`src/design/ppt_pkg.sv`:
```
// Shared types and codes for the priority page table.
// Used by ppt_ctrl, ppt_dp and priority_page_table; depends on nothing.
package ppt_pkg;

   // Request kinds.
   localparam logic [2:0] KIND_SET        = 3'd0;
   localparam logic [2:0] KIND_CLEAR_PAGE = 3'd1;
   localparam logic [2:0] KIND_CLEAR_ALL  = 3'd2;
   localparam logic [2:0] KIND_FIND       = 3'd3;
   localparam logic [2:0] KIND_REMOVE     = 3'd4;

   // Response status codes.
   localparam logic [1:0] STATUS_OK           = 2'd0;
   localparam logic [1:0] STATUS_BAD_PRIORITY = 2'd1;
   localparam logic [1:0] STATUS_FULL         = 2'd2;

   // What the response register is loaded with.
   localparam logic [1:0] EMIT_STATUS = 2'd0;
   localparam logic [1:0] EMIT_FIND   = 2'd1;
   localparam logic [1:0] EMIT_HELD   = 2'd2;

   localparam int         KEY_PORT_BITS = 32;
   localparam logic [6:0] MOST_RESULTS  = 7'd64;

   typedef struct packed {
      logic       load;       // capture the request beat
      logic       clear;      // restart the address counter and scan trackers
      logic       sweep;      // write an empty entry at the counter and advance
      logic       scan;       // read the entry at the counter and advance
      logic       commit;     // apply the table update for the current kind
      logic       emit;       // load the response register
      logic [1:0] emit_sel;
      logic [1:0] emit_code;
      logic       emit_last;
   } ppt_cmd_type;

   typedef struct packed {
      logic [2:0] kind;
      logic       prio_ok;
      logic       maxp_zero;
      logic       sweep_last;
      logic       scan_done;
      logic       hit;
      logic       free;
      logic       best;
      logic       have_held;
      logic       take_final;
      logic       slot_free;
   } ppt_stat_type;

endpackage

```
`src/design/ppt_ctrl.sv`:
```
// Sequencer for the priority page table: steps each request through its scans,
// table updates and responses. Depends on ppt_pkg.
module ppt_ctrl (
   input  logic                  clock,
   input  logic                  reset,
   input  logic                  req_valid,
   output logic                  req_stall,
   input  ppt_pkg::ppt_stat_type stat,
   output ppt_pkg::ppt_cmd_type  cmd
);

   localparam logic [2:0] ST_INIT      = 3'd0;
   localparam logic [2:0] ST_IDLE      = 3'd1;
   localparam logic [2:0] ST_DISPATCH  = 3'd2;
   localparam logic [2:0] ST_SCAN      = 3'd3;
   localparam logic [2:0] ST_RESOLVE   = 3'd4;
   localparam logic [2:0] ST_TAKE_EMIT = 3'd5;
   localparam logic [2:0] ST_WIPE      = 3'd6;
   localparam logic [2:0] ST_REPLY     = 3'd7;

   logic [2:0] state_ff, state_in;
   logic [1:0] sel_ff, sel_in;
   logic [1:0] code_ff, code_in;

   always_ff @(posedge clock) begin
      if (reset) begin
         state_ff <= ST_INIT;
         sel_ff   <= ppt_pkg::EMIT_STATUS;
         code_ff  <= ppt_pkg::STATUS_OK;
      end else begin
         state_ff <= state_in;
         sel_ff   <= sel_in;
         code_ff  <= code_in;
      end
   end

   assign req_stall = (state_ff != ST_IDLE);

   always_comb begin
      state_in = state_ff;
      sel_in   = sel_ff;
      code_in  = code_ff;
      cmd      = '0;
      case (state_ff)
         ST_INIT: begin
            cmd.sweep = 1'b1;
            if (stat.sweep_last) begin
               state_in = ST_IDLE;
            end
         end
         ST_IDLE: begin
            if (req_valid) begin
               cmd.load = 1'b1;
               state_in = ST_DISPATCH;
            end
         end
         ST_DISPATCH: begin
            sel_in   = ppt_pkg::EMIT_STATUS;
            code_in  = ppt_pkg::STATUS_OK;
            state_in = ST_REPLY;
            case (stat.kind)
               ppt_pkg::KIND_SET: begin
                  if (!stat.prio_ok) begin
                     code_in = ppt_pkg::STATUS_BAD_PRIORITY;
                  end else begin
                     cmd.clear = 1'b1;
                     state_in  = ST_SCAN;
                  end
               end
               ppt_pkg::KIND_CLEAR_PAGE, ppt_pkg::KIND_FIND: begin
                  cmd.clear = 1'b1;
                  state_in  = ST_SCAN;
               end
               ppt_pkg::KIND_CLEAR_ALL: begin
                  cmd.clear = 1'b1;
                  state_in  = ST_WIPE;
               end
               ppt_pkg::KIND_REMOVE: begin
                  if (!stat.prio_ok) begin
                     code_in = ppt_pkg::STATUS_BAD_PRIORITY;
                  end else if (!stat.maxp_zero) begin
                     cmd.clear = 1'b1;
                     state_in  = ST_SCAN;
                  end
               end
               default: begin
               end
            endcase
         end
         ST_SCAN: begin
            cmd.scan = 1'b1;
            if (stat.scan_done) begin
               state_in = ST_RESOLVE;
            end
         end
         ST_RESOLVE: begin
            sel_in   = ppt_pkg::EMIT_STATUS;
            code_in  = ppt_pkg::STATUS_OK;
            state_in = ST_REPLY;
            case (stat.kind)
               ppt_pkg::KIND_SET: begin
                  if (stat.hit || stat.free) begin
                     cmd.commit = 1'b1;
                  end else begin
                     code_in = ppt_pkg::STATUS_FULL;
                  end
               end
               ppt_pkg::KIND_CLEAR_PAGE: begin
                  cmd.commit = stat.hit;
               end
               ppt_pkg::KIND_FIND: begin
                  sel_in = ppt_pkg::EMIT_FIND;
               end
               ppt_pkg::KIND_REMOVE: begin
                  // A taken page is held back until the page count or the next scan tells
                  // whether it is the final beat of the batch.
                  if (stat.best) begin
                     if (stat.have_held) begin
                        state_in = ST_TAKE_EMIT;
                     end else begin
                        cmd.commit = 1'b1;
                        if (stat.take_final) begin
                           sel_in = ppt_pkg::EMIT_HELD;
                        end else begin
                           cmd.clear = 1'b1;
                           state_in  = ST_SCAN;
                        end
                     end
                  end else if (stat.have_held) begin
                     sel_in = ppt_pkg::EMIT_HELD;
                  end
               end
               default: begin
               end
            endcase
         end
         ST_TAKE_EMIT: begin
            if (stat.slot_free) begin
               cmd.emit      = 1'b1;
               cmd.emit_sel  = ppt_pkg::EMIT_HELD;
               cmd.emit_code = ppt_pkg::STATUS_OK;
               cmd.emit_last = 1'b0;
               cmd.commit    = 1'b1;
               if (stat.take_final) begin
                  sel_in   = ppt_pkg::EMIT_HELD;
                  code_in  = ppt_pkg::STATUS_OK;
                  state_in = ST_REPLY;
               end else begin
                  cmd.clear = 1'b1;
                  state_in  = ST_SCAN;
               end
            end
         end
         ST_WIPE: begin
            cmd.sweep = 1'b1;
            if (stat.sweep_last) begin
               state_in = ST_REPLY;
            end
         end
         ST_REPLY: begin
            if (stat.slot_free) begin
               cmd.emit      = 1'b1;
               cmd.emit_sel  = sel_ff;
               cmd.emit_code = code_ff;
               cmd.emit_last = 1'b1;
               state_in      = ST_IDLE;
            end
         end
         default: begin
            state_in = ST_IDLE;
         end
      endcase
   end

endmodule

```
`src/design/ppt_dp.sv`:
```
// Datapath for the priority page table: entry memory, scan trackers, request
// and batch registers, and the response register. Depends on ppt_pkg.
module ppt_dp #(
   parameter int TABLE_ENTRIES   = 64,
   parameter int PRIORITY_LEVELS = 10,
   parameter int KEY_BITS        = 32
) (
   input  logic                                clock,
   input  logic                                reset,
   input  ppt_pkg::ppt_cmd_type                cmd,
   output ppt_pkg::ppt_stat_type               stat,
   input  logic [2:0]                          req_kind,
   input  logic [ppt_pkg::KEY_PORT_BITS-1:0]   req_page_key,
   input  logic [3:0]                          req_priority_req,
   input  logic [6:0]                          req_max_pages,
   output logic                                rsp_valid,
   input  logic                                rsp_stall,
   output logic [1:0]                          rsp_status,
   output logic                                rsp_found,
   output logic [3:0]                          rsp_found_priority,
   output logic [ppt_pkg::KEY_PORT_BITS-1:0]   rsp_out_key,
   output logic                                rsp_last
);

   localparam int KW = (KEY_BITS < ppt_pkg::KEY_PORT_BITS) ? KEY_BITS : ppt_pkg::KEY_PORT_BITS;
   localparam int IW = $clog2(TABLE_ENTRIES);
   localparam int CW = $clog2(TABLE_ENTRIES + 1);
   localparam int MW = KW + 5;
   localparam logic [CW-1:0] CNT_END  = CW'(TABLE_ENTRIES);
   localparam logic [CW-1:0] CNT_LAST = CW'(TABLE_ENTRIES - 1);

   // Each word is {valid, priority, key}.
   logic [MW-1:0] entry_mem [TABLE_ENTRIES];

   logic [2:0]    kind_ff;
   logic [KW-1:0] key_ff;
   logic [3:0]    prio_ff;
   logic [6:0]    maxp_ff;

   logic [CW-1:0] cnt_ff;
   logic          rd_vld_ff;
   logic [MW-1:0] rdata_ff;
   logic [IW-1:0] rd_idx_ff;

   logic          hit_ff, free_ff, best_ff;
   logic [IW-1:0] hit_idx_ff, free_idx_ff, best_idx_ff;
   logic [3:0]    hit_prio_ff;
   logic [KW-1:0] best_key_ff;
   logic [KW-1:0] held_key_ff;
   logic [6:0]    count_ff;

   logic                              rsp_valid_ff;
   logic [1:0]                        status_ff;
   logic                              found_ff;
   logic [3:0]                        fprio_ff;
   logic [ppt_pkg::KEY_PORT_BITS-1:0] okey_ff;
   logic                              last_ff;

   logic          issue;
   logic          we;
   logic [IW-1:0] waddr;
   logic [MW-1:0] wdata;
   logic          e_valid;
   logic [3:0]    e_prio;
   logic [KW-1:0] e_key;
   logic          hit_take, free_take, best_take;
   logic          take;

   assign issue = cmd.scan && (cnt_ff != CNT_END);
   assign take  = cmd.commit && (kind_ff == ppt_pkg::KIND_REMOVE);

   // Request capture.
   always_ff @(posedge clock) begin
      if (cmd.load) begin
         kind_ff <= req_kind;
         key_ff  <= req_page_key[KW-1:0];
         prio_ff <= req_priority_req;
         maxp_ff <= (req_max_pages > ppt_pkg::MOST_RESULTS) ? ppt_pkg::MOST_RESULTS
                                                            : req_max_pages;
      end
   end

   // Table write port: sweeps write empty entries, commits apply the update.
   always_comb begin
      we    = 1'b0;
      waddr = cnt_ff[IW-1:0];
      wdata = '0;
      if (cmd.sweep) begin
         we = 1'b1;
      end else if (cmd.commit) begin
         case (kind_ff)
            ppt_pkg::KIND_SET: begin
               we    = 1'b1;
               waddr = hit_ff ? hit_idx_ff : free_idx_ff;
               wdata = {1'b1, prio_ff, key_ff};
            end
            ppt_pkg::KIND_CLEAR_PAGE: begin
               we    = 1'b1;
               waddr = hit_idx_ff;
            end
            ppt_pkg::KIND_REMOVE: begin
               we    = 1'b1;
               waddr = best_idx_ff;
            end
            default: begin
            end
         endcase
      end
   end

   always_ff @(posedge clock) begin
      if (we) begin
         entry_mem[waddr] <= wdata;
      end
      if (issue) begin
         rdata_ff  <= entry_mem[cnt_ff[IW-1:0]];
         rd_idx_ff <= cnt_ff[IW-1:0];
      end
   end

   always_ff @(posedge clock) begin
      if (reset) begin
         cnt_ff    <= '0;
         rd_vld_ff <= 1'b0;
      end else begin
         rd_vld_ff <= issue;
         if (cmd.clear) begin
            cnt_ff <= '0;
         end else if (cmd.sweep || issue) begin
            cnt_ff <= cnt_ff + CW'(1);
         end
      end
   end

   // Scan trackers work on the registered read data, one entry per cycle.
   assign e_valid = rdata_ff[MW-1];
   assign e_prio  = rdata_ff[MW-2 -: 4];
   assign e_key   = rdata_ff[KW-1:0];

   assign hit_take  = rd_vld_ff && e_valid && (e_key == key_ff) && !hit_ff;
   assign free_take = rd_vld_ff && !e_valid && !free_ff;
   assign best_take = rd_vld_ff && e_valid && (e_prio == prio_ff) &&
                      (!best_ff || (e_key < best_key_ff));

   always_ff @(posedge clock) begin
      if (reset || cmd.clear) begin
         hit_ff  <= 1'b0;
         free_ff <= 1'b0;
         best_ff <= 1'b0;
      end else begin
         if (hit_take) begin
            hit_ff <= 1'b1;
         end
         if (free_take) begin
            free_ff <= 1'b1;
         end
         if (best_take) begin
            best_ff <= 1'b1;
         end
      end
   end

   always_ff @(posedge clock) begin
      if (hit_take) begin
         hit_idx_ff  <= rd_idx_ff;
         hit_prio_ff <= e_prio;
      end
      if (free_take) begin
         free_idx_ff <= rd_idx_ff;
      end
      if (best_take) begin
         best_idx_ff <= rd_idx_ff;
         best_key_ff <= e_key;
      end
      if (take) begin
         held_key_ff <= best_key_ff;
      end
   end

   always_ff @(posedge clock) begin
      if (reset || cmd.load) begin
         count_ff <= '0;
      end else if (take) begin
         count_ff <= count_ff + 7'd1;
      end
   end

   // Response register.
   always_ff @(posedge clock) begin
      if (reset) begin
         rsp_valid_ff <= 1'b0;
      end else if (cmd.emit) begin
         rsp_valid_ff <= 1'b1;
      end else if (!rsp_stall) begin
         rsp_valid_ff <= 1'b0;
      end
   end

   always_ff @(posedge clock) begin
      if (cmd.emit) begin
         last_ff <= cmd.emit_last;
         case (cmd.emit_sel)
            ppt_pkg::EMIT_FIND: begin
               status_ff <= ppt_pkg::STATUS_OK;
               found_ff  <= hit_ff;
               fprio_ff  <= hit_ff ? hit_prio_ff : 4'd0;
               okey_ff   <= '0;
            end
            ppt_pkg::EMIT_HELD: begin
               status_ff <= ppt_pkg::STATUS_OK;
               found_ff  <= 1'b1;
               fprio_ff  <= prio_ff;
               okey_ff   <= ppt_pkg::KEY_PORT_BITS'(held_key_ff);
            end
            default: begin
               status_ff <= cmd.emit_code;
               found_ff  <= 1'b0;
               fprio_ff  <= 4'd0;
               okey_ff   <= '0;
            end
         endcase
      end
   end

   assign rsp_valid          = rsp_valid_ff;
   assign rsp_status         = status_ff;
   assign rsp_found          = found_ff;
   assign rsp_found_priority = fprio_ff;
   assign rsp_out_key        = okey_ff;
   assign rsp_last           = last_ff;

   always_comb begin
      stat            = '0;
      stat.kind       = kind_ff;
      stat.prio_ok    = (prio_ff != 4'd0) && (prio_ff <= 4'(PRIORITY_LEVELS));
      stat.maxp_zero  = (maxp_ff == 7'd0);
      stat.sweep_last = (cnt_ff == CNT_LAST);
      stat.scan_done  = (cnt_ff == CNT_END) && !rd_vld_ff;
      stat.hit        = hit_ff;
      stat.free       = free_ff;
      stat.best       = best_ff;
      stat.have_held  = (count_ff != 7'd0);
      stat.take_final = ((count_ff + 7'd1) == maxp_ff);
      stat.slot_free  = !rsp_valid_ff || !rsp_stall;
   end

endmodule

```
`src/design/priority_page_table.sv`:
```
// Top level of the priority page table: joins the sequencer and the datapath.
// Depends on ppt_pkg, ppt_ctrl and ppt_dp.
//
//   Channel   Direction   Handshake             Payload
//   req_      in          req_valid/req_stall   kind, page_key, priority_req, max_pages
//   rsp_      out         rsp_valid/rsp_stall   status, found, found_priority, out_key, last
//
// A lookup request scans the whole table: every lookup reads the entry memory one entry per
// cycle through its single read port. A remove batch rescans the table after each page it
// takes, unless that page fills max_pages. Clear all sweeps the whole memory; after reset
// the same sweep runs with req_stall high. One request is in work at a time; the response
// register lets the next request beat in while a response is stalled.
module priority_page_table #(
   parameter int TABLE_ENTRIES   = 64,
   parameter int PRIORITY_LEVELS = 10,
   parameter int KEY_BITS        = 32
) (
   input  logic                              clock,
   input  logic                              reset,
   input  logic                              req_valid,
   output logic                              req_stall,
   input  logic [2:0]                        req_kind,
   input  logic [ppt_pkg::KEY_PORT_BITS-1:0] req_page_key,
   input  logic [3:0]                        req_priority_req,
   input  logic [6:0]                        req_max_pages,
   output logic                              rsp_valid,
   input  logic                              rsp_stall,
   output logic [1:0]                        rsp_status,
   output logic                              rsp_found,
   output logic [3:0]                        rsp_found_priority,
   output logic [ppt_pkg::KEY_PORT_BITS-1:0] rsp_out_key,
   output logic                              rsp_last
);

   ppt_pkg::ppt_cmd_type  cmd;
   ppt_pkg::ppt_stat_type stat;

   ppt_ctrl u_ctrl (
      .clock     (clock),
      .reset     (reset),
      .req_valid (req_valid),
      .req_stall (req_stall),
      .stat      (stat),
      .cmd       (cmd)
   );

   ppt_dp #(
      .TABLE_ENTRIES   (TABLE_ENTRIES),
      .PRIORITY_LEVELS (PRIORITY_LEVELS),
      .KEY_BITS        (KEY_BITS)
   ) u_dp (
      .clock              (clock),
      .reset              (reset),
      .cmd                (cmd),
      .stat               (stat),
      .req_kind           (req_kind),
      .req_page_key       (req_page_key),
      .req_priority_req   (req_priority_req),
      .req_max_pages      (req_max_pages),
      .rsp_valid          (rsp_valid),
      .rsp_stall          (rsp_stall),
      .rsp_status         (rsp_status),
      .rsp_found          (rsp_found),
      .rsp_found_priority (rsp_found_priority),
      .rsp_out_key        (rsp_out_key),
      .rsp_last           (rsp_last)
   );

endmodule
```
`config.mk`:
```
export PLATFORM = sky130hd
export DESIGN_NAME = priority_page_table
export DESIGN_NICKNAME = d
export VERILOG_FILES = /design/src/design/ppt_pkg.sv /design/src/design/ppt_ctrl.sv /design/src/design/ppt_dp.sv /design/src/design/priority_page_table.sv
export SDC_FILE = /design/constraint.sdc
export NUM_CORES = 2
export LEC_CHECK = 0
export ABC_AREA = 0
export BUFFER_PORTS_ARGS = -buffer_cell sky130_fd_sc_hd__buf_2
export CORE_MARGIN = 5
export CORE_UTILIZATION = 25
export DETAILED_ROUTE_END_ITERATION = 16
export GPL_ROUTABILITY_DRIVEN = 0
export PLACE_DENSITY_LB_ADDON = 0.2
export SLEW_MARGIN = 15
export SYNTH_ARGS = -nofsm -noshare
export SYNTH_HDL_FRONTEND = slang
export SYNTH_SLANG_ARGS = --single-unit
```
`constraint.sdc`:
```
create_clock -name clock -period 6.3 [get_ports clock]
set_input_delay 0.63 -clock clock [delete_from_list [all_inputs] [get_ports clock]]
set_output_delay 0.63 -clock clock [all_outputs]
set_load 0.02 [all_outputs]
```
==> results.md <==
* Outcome: completed
* Placed inst area at approximately 110000 sq um
* First-pass GRT wire length at between 400000 and 500000 um
* Share of layout cells above drive strength 1 at 0.2723
* Clock power share at 0.455
* Crit-path max FO at 19
* DRT antenna net count at 0
* Final instance area at 118600 sq um
* Row cnt at roughly 230
* Largest net degree at the start of global routing at 95
* Post-CTS Repair Setup Buffers at 0
* Fin Clk Skew at 0.04870 ns
* Comb power frac at 0.040
* Clock H-tree levels at 5
* Synthesized area per cell at 21.66 sq um
* Slew Limit Fails at 0
* Synth Area in Simple Gates at 0.02574
* Post-synthesis compound-gate area fraction at 0.03167
* Most used DFF post-synth: edfxtp_1
* DRT Pass-1 Iters at 5
* Crit end category: flop
* Global Route Usage Sum at 0.1421
* XOR/XNOR share of the synthesized area at 0.004975
* Reg-to-Reg End: u_dp.entry_mem[32][19]
* Syn_nets at 4719
* Ys Warns at 0
* Critical Path Start Type: flop
* Area leader, netlist: edfxtp_1
* Max Cap Violations at 0
* Clock Latency Late Sink at roughly 0.92 ns
* Hold Crit Class: input port to flop
* Clk root buf: clkbuf_16
* Rel. slew slack at 0.1377
* PostCTS Resize Cnt at 0
* Sequential fraction of the synthesis area at 0.7782
* Total gr overflow at 0
* Minimum clock period after layout at around 4.7 ns
* Synth Instances at 4632
* Vias/cell at 4.671
* DRC viols at 0
* Core outline area at around 400000 sq um
* Hold Path End: u_dp.prio_ff[2]
* Setup Viol. Count Final at 0
* # IOs at 92
* Port Buffers at 91
* Hold Crit Start: req_priority_req[2]
* CTS tree: yes
* Final hold slack at ~0.043 ns
* Synth Area in Adders at 0.004614
* Via count at a little under 50k
* 1st-iter DRT viols at between 4k and 5k
* Crit Path Category: flop to flop
* Fin nets at between 5k and 6k
* Synth area leaders: edfxtp_1, mux4_2, mux2i_1
* Clk sinks at around 2.6k
* Area Growth Syn to Fin at 18.21%
* PwrDens at between 300 and 400 nW/um^2
* Initial Util at 0.2510
* Leakage power at 0.03475 uW
* Final WL at about 300000 um
* Number of distinct library cells after synthesis at between 70 and 80
* FF-to-FF setup slack at about 1.6 ns
* Sw Pwr at 8165 uW
* Worst Reg-to-Reg Cells at 7
* Int Power at just under 30000 uW
* Clock Path Buffers at 4
* Worst Tran Pin Value at ~1.3 ns
* Commonest non-fill, non-tap cell in the layout: edfxtp_1
* Die ar. at between 400000 and 500000 sq um
* Most frequent cells in the layout: edfxtp_1, mux4_2, clkbuf_16, buf_4, nor2_1
* Final worst path period share at 0.7425
* WP data required at 6.87 ns
* Sw Ratio at 0.2177
* Hold Buf Count CTS at 43
* Post-Syn Area at ~100000 sq um
* Peak supply drop at ~0.19 mV
* Async SR Flop Fraction at 0
* DR WL/cell at ~29 um
* Die X at roughly 640 um
* Hold Path Stages at 1
* TNS Setup at 0 ns
* Number of global-route vias before repair at 50.52k
* Mux cell area share after synthesis at 0.1412
* Synthesis-stage register bit count at around 2.6k
* Initial antenna violation count at 29
* Die height at ~640 um
* TritonCTS Buffers at slightly above 300
* Seq pwr share at 0.505
* RSZ-0062 raised after global routing: no
* CP arrival at 5.25 ns
* F_max at approximately 210 MHz
* Yosys top cell area share at 0.7730
* Clock transition at path regs at around 0.06 ns
* HPWL after detailed placement at about 190000 um
* Critical R2R Launch: u_ctrl.state_ff[0]
* Post-synth EDFFs at between 2k and 3k
* Main combinational cell family by area after synthesis: multiplexers
* Final hold viol count at 0
==> flip-flops by register name, summed over array words and instances (netlist names), 3 cells and up <==
register                 count
u_ctrl.state_ff              3
u_dp.best_idx_ff             6
u_dp.best_key_ff            32
u_dp.cnt_ff                  7
u_dp.count_ff                7
u_dp.entry_mem            2368
u_dp.free_idx_ff             6
u_dp.held_key_ff            32
u_dp.hit_idx_ff              6
u_dp.hit_prio_ff             4
u_dp.key_ff                 32
u_dp.kind_ff                 3
u_dp.maxp_ff                 7
u_dp.prio_ff                 4
u_dp.rd_idx_ff               6
u_dp.rdata_ff               37
u_dp.rsp_found_priority      4
u_dp.rsp_out_key            32
==> critical path: stages (launching register included) <==
cell       delay [ns]
dfxtp_1          0.71
nand2_1          0.31
nor3_2           0.44
o31a_1           0.64
a2bb2oi_1        0.17
a21oi_1          0.80
nor2b_4          0.88
buf_4            0.36
==> layer usage <==
metal	track usage	routed length (um)	up-vias
met1	0.2080	140600	27000
met2	0.2190	137300	1555
met4	0.03098	5971	6
met5	0	34	-
li1	-	-	20410
met3	0.02704	19080	356
==> power groups by stage <==
| stage | registers, uW | logic (uW) | clock network, uW |
|---|---|---|---|
| 4_1_cts | 19000 | 1520 | 17500 |
| 2_1_floorplan | 19300 | 881 | 0 |
| 3_5_place_dp | 19300 | 1490 | 0 |
| 5_1_grt | 19000 | 1570 | 18300 |
| 3_3_place_gp | 19300 | 1490 | 0 |
| 6_report | 19000 | 1480 | 17100 |
==> cell families (layout without fill, tap and decap cells) <==
kind of cell               Yosys count  count (layout)
buffers and inverters              284             940
AOI/OAI and AO/OA                  458             458
other                                0               6
xor gates and xnor gates            57              57
adders and majority gates           37              37
and+or+nand+nor                    513             513
DFF                               2609            2609
muxes                              674             674
==> final cells by class <==
type | instances | area, sq um
Clock buffer | 383 | 8009
Multi-Input combinational cell | 1739 | 21500
Fill cell | 38640 | 281100
Antenna cell | 6 | 15.01
Tap cell | 5265 | 6588
Sequential cell | 2609 | 78100
Timing Repair Buffer | 344 | 2613
Clock inverter | 160 | 1585
Inverter | 53 | 201.4
==> cell usage after synthesis, types with 18 or more instances <==
cell type	count
a221oi_1	43
dfxtp_1	26
inv_1	50
xnor2_1	33
edfxtp_1	2583
clkbuf_1	85
xor2_1	24
nand2_1	95
a22oi_1	76
nor2b_1	36
nand3_1	24
o21ai_0	68
buf_1	28
buf_4	32
ha_1	37
nand4_1	18
and2_1	73
a32oi_1	18
mux4_2	593
nor3_1	52
o22ai_1	72
mux2i_1	79
nor2_1	154
buf_2	74
a21oi_1	65
==> per-stage QoR <==
step / utilization / setup WS, ns / cells / power, uW
global route: 0.2967 / 1.340 / 10550 / 38790
detailed placement: 0.2716 / 1.610 / 9967 / 20810
global placement: 0.2716 / 1.680 / 9967 / 20810
finish: 0.2967 / 1.622 / 10560 / 37510
CTS: 0.2967 / 1.661 / 10550 / 37980
floorplan: - / 1.388 / 4632 / 20180
==> how the worst max path moves through the flow <==
stage | startpoint | to | slack, ns | cells past startpoint
global route | u_ctrl.state_ff[0] | u_dp.entry_mem[38][19] | 1.34 | 7
detailed placement | rsp_stall | u_dp.entry_mem[38][22] | 1.61 | 8
finish | u_ctrl.state_ff[0] | u_dp.entry_mem[32][19] | 1.62 | 7
global placement | rsp_stall | u_dp.entry_mem[38][22] | 1.68 | 8
floorplan | u_dp.count_ff[0] | u_dp.entry_mem[49][0] | 1.39 | 10
CTS | u_ctrl.state_ff[0] | u_dp.entry_mem[38][11] | 1.66 | 7
Power figures use the tool's default switching activity.
